==> src/cxpd_pkg.sv <==
// ----------------------------------------------------------------------------
// cxpd_pkg
// Shared types for the chained xor packet decoder: input request, result
// and the chain state carried from byte to byte.
// ----------------------------------------------------------------------------
`default_nettype none

package cxpd_pkg;

    localparam int ByteW = 8;

    typedef logic [ByteW-1:0] t_byte;

    // one encrypted byte as it enters the block
    typedef struct packed {
        t_byte data_byte;
        t_byte rand_key;
        logic  is_first;
        logic  is_last;
    } t_in_req;

    // one decoded byte as it leaves the block
    typedef struct packed {
        t_byte plain_byte;
        logic  is_checksum;
        logic  last;
        logic  checksum_ok;
    } t_out_req;

    // chain state kept between bytes of a packet
    typedef struct packed {
        t_byte prev_cipher;
        t_byte prev_mid;
        t_byte position;
        t_byte payload_sum;
        t_byte expected_sum;
        t_byte packet_rand_key;
    } t_chain_state;

    localparam t_byte FirstPos = t_byte'(1);

endpackage

`default_nettype wire

==> src/cxpd_decode.sv <==
// ----------------------------------------------------------------------------
// cxpd_decode
// Decodes one byte against the current chain state and gives the result
// together with the next chain state. Two 8-bit add/xor stages and the
// running payload checksum.
// ----------------------------------------------------------------------------
`default_nettype none

module cxpd_decode (
    input  wire cxpd_pkg::t_byte        i_packet_key,
    input  wire cxpd_pkg::t_in_req      i_req,
    input  wire cxpd_pkg::t_chain_state i_state,
    output cxpd_pkg::t_out_req          o_res,
    output cxpd_pkg::t_chain_state      o_state
);
    import cxpd_pkg::*;

    t_byte pos;
    t_byte base_cipher;
    t_byte base_mid;
    t_byte rkey;
    t_byte base_sum;
    t_byte mid;
    t_byte plain;
    t_byte next_sum;
    t_byte next_expected;

    // packet start clears the chain and takes the fresh random key
    always_comb begin
        if (i_req.is_first) begin
            pos         = FirstPos;
            base_cipher = '0;
            base_mid    = '0;
            rkey        = i_req.rand_key;
            base_sum    = '0;
        end else begin
            pos         = i_state.position + FirstPos;
            base_cipher = i_state.prev_cipher;
            base_mid    = i_state.prev_mid;
            rkey        = i_state.packet_rand_key;
            base_sum    = i_state.payload_sum;
        end
    end

    // two chained stages, all sums wrap at 8 bits
    assign mid   = i_req.data_byte ^ t_byte'(base_cipher + i_packet_key + pos);
    assign plain = mid ^ t_byte'(base_mid + rkey + pos);

    // checksum byte is remembered, payload bytes are accumulated
    assign next_expected = i_req.is_first ? plain : i_state.expected_sum;
    assign next_sum      = i_req.is_first ? base_sum : t_byte'(base_sum + plain);

    assign o_state.prev_cipher     = i_req.data_byte;
    assign o_state.prev_mid        = mid;
    assign o_state.position        = pos;
    assign o_state.payload_sum     = next_sum;
    assign o_state.expected_sum    = next_expected;
    assign o_state.packet_rand_key = rkey;

    assign o_res.plain_byte  = plain;
    assign o_res.is_checksum = i_req.is_first;
    assign o_res.last        = i_req.is_last;
    assign o_res.checksum_ok = i_req.is_last && (next_sum == next_expected);

endmodule

`default_nettype wire

==> src/chained_xor_packet_decoder_core.sv <==
// ----------------------------------------------------------------------------
// chained_xor_packet_decoder_core
// Byte stream decoder for chained xor encrypted packets with checksum check.
//
//   channel | direction | handshake               | payload
//   --------+-----------+-------------------------+-----------------------------
//   in      | input     | i_in_valid / o_in_stall  | data_byte rand_key first last
//   out     | output    | o_out_valid / i_out_stall| plain_byte is_checksum last ok
//   cfg     | input     | i_cfg_valid / o_cfg_ready| packet_key
//
// Two register stages: input register, then decode into the result register.
// One byte per cycle sustained while the output is not stalled.
// Chain state is updated as a byte moves into the result register, so the
// next byte in the input register always sees it.
// Synchronous active-low reset clears valids, chain state and the key.
// An output stall holds the result register and backs up into the input side.
// ----------------------------------------------------------------------------
`default_nettype none

module chained_xor_packet_decoder_core (
    input  wire                  i_clk,
    input  wire                  i_rst_n,
    // input channel
    input  wire                  i_in_valid,
    output logic                 o_in_stall,
    input  wire cxpd_pkg::t_byte i_data_byte,
    input  wire cxpd_pkg::t_byte i_rand_key,
    input  wire                  i_is_first,
    input  wire                  i_is_last,
    // output channel
    output logic                 o_out_valid,
    input  wire                  i_out_stall,
    output cxpd_pkg::t_byte      o_plain_byte,
    output logic                 o_is_checksum,
    output logic                 o_last,
    output logic                 o_checksum_ok,
    // configuration channel
    input  wire                  i_cfg_valid,
    output logic                 o_cfg_ready,
    input  wire cxpd_pkg::t_byte i_cfg_data
);
    import cxpd_pkg::*;

    logic         r_in_valid;
    t_in_req      r_in_req;
    logic         r_out_valid;
    t_out_req     r_out_req;
    t_chain_state r_state;
    t_byte        r_packet_key;

    t_out_req     n_out_req;
    t_chain_state n_state;
    logic         advance;
    logic         in_take;

    // pipeline moves when the result register is empty or being drained
    assign advance    = !r_out_valid || !i_out_stall;
    assign o_in_stall = r_in_valid && !advance;
    assign in_take    = i_in_valid && !o_in_stall;

    // key register, always writable
    assign o_cfg_ready = 1'b1;

    always_ff @(posedge i_clk) begin
        if (!i_rst_n) begin
            r_packet_key <= '0;
        end else if (i_cfg_valid && o_cfg_ready) begin
            r_packet_key <= i_cfg_data;
        end
    end

    // input register
    always_ff @(posedge i_clk) begin
        if (!i_rst_n) begin
            r_in_valid <= 1'b0;
        end else if (advance || !r_in_valid) begin
            r_in_valid <= i_in_valid;
        end
    end

    always_ff @(posedge i_clk) begin
        if (in_take) begin
            r_in_req.data_byte <= i_data_byte;
            r_in_req.rand_key  <= i_rand_key;
            r_in_req.is_first  <= i_is_first;
            r_in_req.is_last   <= i_is_last;
        end
    end

    // decode step
    cxpd_decode u_decode (
        .i_packet_key (r_packet_key),
        .i_req        (r_in_req),
        .i_state      (r_state),
        .o_res        (n_out_req),
        .o_state      (n_state)
    );

    // chain state follows each decoded byte
    always_ff @(posedge i_clk) begin
        if (!i_rst_n) begin
            r_state <= '0;
        end else if (advance && r_in_valid) begin
            r_state <= n_state;
        end
    end

    // result register
    always_ff @(posedge i_clk) begin
        if (!i_rst_n) begin
            r_out_valid <= 1'b0;
        end else if (advance) begin
            r_out_valid <= r_in_valid;
        end
    end

    always_ff @(posedge i_clk) begin
        if (advance && r_in_valid) begin
            r_out_req <= n_out_req;
        end
    end

    assign o_out_valid   = r_out_valid;
    assign o_plain_byte  = r_out_req.plain_byte;
    assign o_is_checksum = r_out_req.is_checksum;
    assign o_last        = r_out_req.last;
    assign o_checksum_ok = r_out_req.checksum_ok;

endmodule

`default_nettype wire

==> config.mk <==
export PLATFORM = sky130hd
export DESIGN_NAME = chained_xor_packet_decoder_core
export DESIGN_NICKNAME = d
export VERILOG_FILES = /design/src/cxpd_pkg.sv /design/src/cxpd_decode.sv /design/src/chained_xor_packet_decoder_core.sv
export SDC_FILE = /design/constraint.sdc
export NUM_CORES = 1
export LEC_CHECK = 0
export BUFFER_PORTS_ARGS = -buffer_cell sky130_fd_sc_hd__buf_2
export CAP_MARGIN = 20
export CORE_MARGIN = 4
export CORE_UTILIZATION = 43
export CTS_CLUSTER_SIZE = 20
export DETAILED_ROUTE_END_ITERATION = 12
export REMOVE_ABC_BUFFERS = 1
export SLEW_MARGIN = 5
export SYNTH_ARGS = -nofsm -noshare
export SYNTH_HDL_FRONTEND = slang
export SYNTH_HIERARCHICAL = 1
export SYNTH_SLANG_ARGS = --single-unit
export TNS_END_PERCENT = 20
==> constraint.sdc <==
create_clock -name i_clk -period 6.3 [get_ports i_clk]
set_clock_uncertainty 0.1 [all_clocks]
set_input_delay 0.945 -clock i_clk [delete_from_list [all_inputs] [get_ports i_clk]]
set_output_delay 0.945 -clock i_clk [all_outputs]
set_load 0.005 [all_outputs]
==> results_dict.tcl <==
set metrics [dict create \
    reg2reg_from "r_in_req[1]" \
    synthArstFlopShare 0 \
    stdcell_count 711 \
    route.vias.total 3527 \
    min_period_ns 5.27 \
    track_usage 0.148 \
    syn_area_mm2 0.00530 \
    place_congestion 0.864 \
    synth-edff-count 29 \
    antenna_found_initial 0 \
    cp.buffers_inverters 1 \
    yosysTopAreaCellShare 0.219 \
    irDropWorstVdd_mv 0.156 \
    ant_nets 0 \
    hold_buffers 0 \
    io_pins 45 \
    outcome "finished, final reports clean" \
    clockRootBuffer "clkbuf_16" \
    grt_first_pass_wirelength_um 16900 \
    cp-end-kind "flop" \
    r2r_setup_slack_ns 1.03 \
    ys_top_cells_by_area "dfxtp_1 22%, edfxtp_1 16%, mux2i_1 11%, nand2_1 6.8%, fa_1 5.7%" \
    cap_violations 0 \
    synthFlopType "dfxtp_1" \
    firstDrtPassIters 6 \
    hp-start "r_state[46]" \
    period_share 0.836 \
    core_area_mm2 0.0120 \
    synthCells 535 \
    rsz0062_at_grt "no" \
    antennaDiodeCount 0 \
    synth_top_area_cell "dfxtp_1" \
    hold_viol 0 \
    grt_max_degree 107 \
    synth_top_family_by_area "simple AND/OR/NAND/NOR gates" \
    dieArea_mm2 0.0142 \
    p_per_area_mw_per_mm2 250 \
    overflow 0 \
    synth_seq_cells 87 \
    clock-sinks 87 \
    synth_area_per_cell_um2 9.90 \
    cts_tree "yes" \
    layout_commonest_cell "nand2_1" \
    min_to "r_state[46]" \
    first_global_vias 3670 \
    setup_viol 0 \
    synth-xor-area-share 0.0898 \
    layout.cells.most_common_list "96 x nand2_1, 58 x mux2i_1, 58 x dfxtp_1, 43 x buf_2, 34 x inv_1" \
    r2r_cells 16 \
    startpoint_type "flop" \
    cts_buffer_depth 2 \
    clkLatencyLatePin_ns 0.35 \
    cp_cell_sequence "buf_4, mux2_2, fa_1, ha_1, a211oi_1, nor2_1, xnor2_1, xnor2_1, ha_1, a21o_1, a21oi_1, nor2_1, a2111oi_2, xor2_1, or3_1, a22oi_2" \
    final_max_slew_viol_count 0 \
    ys_seq_area_frac 0.384 \
    tightest_slew_ns 1.00 \
    die_w_um 119 \
    routed_wirelength_um 9680 \
    nets 627 \
    dp.cells 694 \
    regToRegEndpoint "o_checksum_ok" \
    start_util 0.441 \
    htreeDepth 3 \
    drive_above_1_share 0.156 \
    slew_headroom 0.331 \
    setup_tns_ns 0 \
    holdPathStages 2 \
    vias_per_cell 4.96 \
    slowest_stage "edfxtp_1" \
    critPathTopFamily "compound AO/OA/AOI/OAI gates" \
    synth_compound_area_frac 0.0603 \
    fillers 1154 \
    synthSimpleGateAreaFrac 0.155 \
    max_stage_delay_ns 0.61 \
    io_buffers 43 \
    drt_iter0_markers 183 \
    hold_class "flop to flop" \
    cp_max_fo 33 \
    yosys_warnings 6 \
    post_cts_resized 0 \
    clk_pin_slew_worst_paths_ns 0.06 \
    row_count 40 \
    cellLeakagePower_nw 2.47 \
    cts-buffers-inserted 9 \
    synthAdderAreaFrac 0.109 \
    cp.arrival_ns 5.36 \
    die_h_um 119 \
    fmax_mhz 190 \
    dpl.hpwl_um 6740 \
    postCtsSetupBuffers 0 \
    synth.distinct_cells 52 \
    cp.required_ns 6.39 \
    route.detailed.drc 0 \
    path_class "flop to flop" \
    synthMuxAreaShare 0.135 \
    avgRoutedWirePerCell_um 13.6 \
    syn_to_final_growth_pct 9.10 \
]
==> synthesized netlist by cell type (2+ instances only) <==
master	n
fa_1	15
a211oi_1	4
mux2_2	12
xor2_2	2
inv_1	34
o21ai_0	5
buf_6	3
edfxtp_1	29
o21bai_1	4
buf_4	14
nor2b_1	25
nor2_1	22
mux2i_1	58
or2_2	2
buf_2	7
dfxtp_1	58
xnor2_1	27
clkbuf_1	10
and3_1	4
nand2b_1	12
nand3_1	5
a21oi_1	12
nand2_1	96
nand4b_1	2
a21o_1	6
xor2_1	18
xnor2_2	3
ha_1	22
==> where the power goes <==
part           switching (W)  total, W  leakage [nW]  internal [W]
combinational       0.000186  0.000331          1.59      0.000144
sequential         0.0000193  0.000641         0.753      0.000621
clock               0.000212  0.000473         0.131      0.000261
==> layer usage <==
layer / share of wire / GRT usage / up-vias
met3: 0.027 / 0.0304 / 15
met2: 0.47 / 0.243 / 46
met4: 0.023 / 0.0702 / 0
met1: 0.48 / 0.188 / 1661
li1: - / - / 1805
met5: 0 / 0 / -
==> flip-flops by register name, summed over array words and instances (netlist names) <==
| name | cells |
|---|---|
| o_checksum_ok | 1 |
| o_is_checksum | 1 |
| o_last | 1 |
| o_out_valid | 1 |
| o_plain_byte | 8 |
| r_in_req | 18 |
| r_in_valid | 1 |
| r_packet_key | 8 |
| r_state | 48 |
==> worst max-delay path by stage <==
| stage | start | endpoint | slack [ns] | cells past startpoint |
|---|---|---|---|---|
| 3_5_place_dp | r_in_req[1] | o_checksum_ok | 1.09 | 16 |
| 4_1_cts | r_in_req[1] | o_checksum_ok | 1.05 | 16 |
| 2_1_floorplan | r_in_req[1] | o_checksum_ok | 0.78 | 16 |
| 6_report | r_in_req[1] | o_checksum_ok | 1.03 | 16 |
| 5_1_grt | r_in_req[1] | o_checksum_ok | 0.60 | 16 |
| 3_3_place_gp | r_in_req[1] | o_checksum_ok | 1.22 | 16 |
==> through the flow <==
stage	area, µm²	worst slack (ns)	power, W	hold WS (ns)	utilization
after global placement	5510	1.22	0.000975	0.339	0.459
final	5780	1.03	0.00144	0.352	0.481
after detailed placement	5510	1.09	0.000986	0.347	0.459
after floorplan	5070	0.781	0.000899	0.330	-
after global routing	5780	0.603	0.00153	0.373	0.481
after CTS	5770	1.05	0.00147	0.355	0.480
==> cells by family (layout without fill, tap and decap cells) <==
logic type                 Yosys count  count (layout)
adders and majority gates           37              37
AOI/OAI and AO/OA                   45              45
DFF                                 87              87
buffers and inverters               69              98
and+or+nand+nor                    176             176
xor gates and xnor gates            50              50
muxes                               70              70
other                                1               1
==> cell type report <==
cell class              instances  area, µm²  area share
clock buffers                  10        229      0.0396
clock inverters                 6       27.5     0.00476
inverters                      34        128      0.0221
multi-input cells             379       2920       0.506
flip-flops and latches         87       2030       0.352
well taps                     147        184      0.0318
repair buffers                 48        256      0.0444
==> worst register-to-register path, delay by kind of cell (launching register included) <==
family                     cells  cell delay [ns]
buffers and inverters          1             0.42
and+or+nand+nor                3             0.52
AOI/OAI and AO/OA              5             1.30
DFF                            1             0.61
xor gates and xnor gates       3             0.54
muxes                          1             0.41
adders and majority gates      3             1.21
No activity file was read; power rests on OpenSTA's default activity.
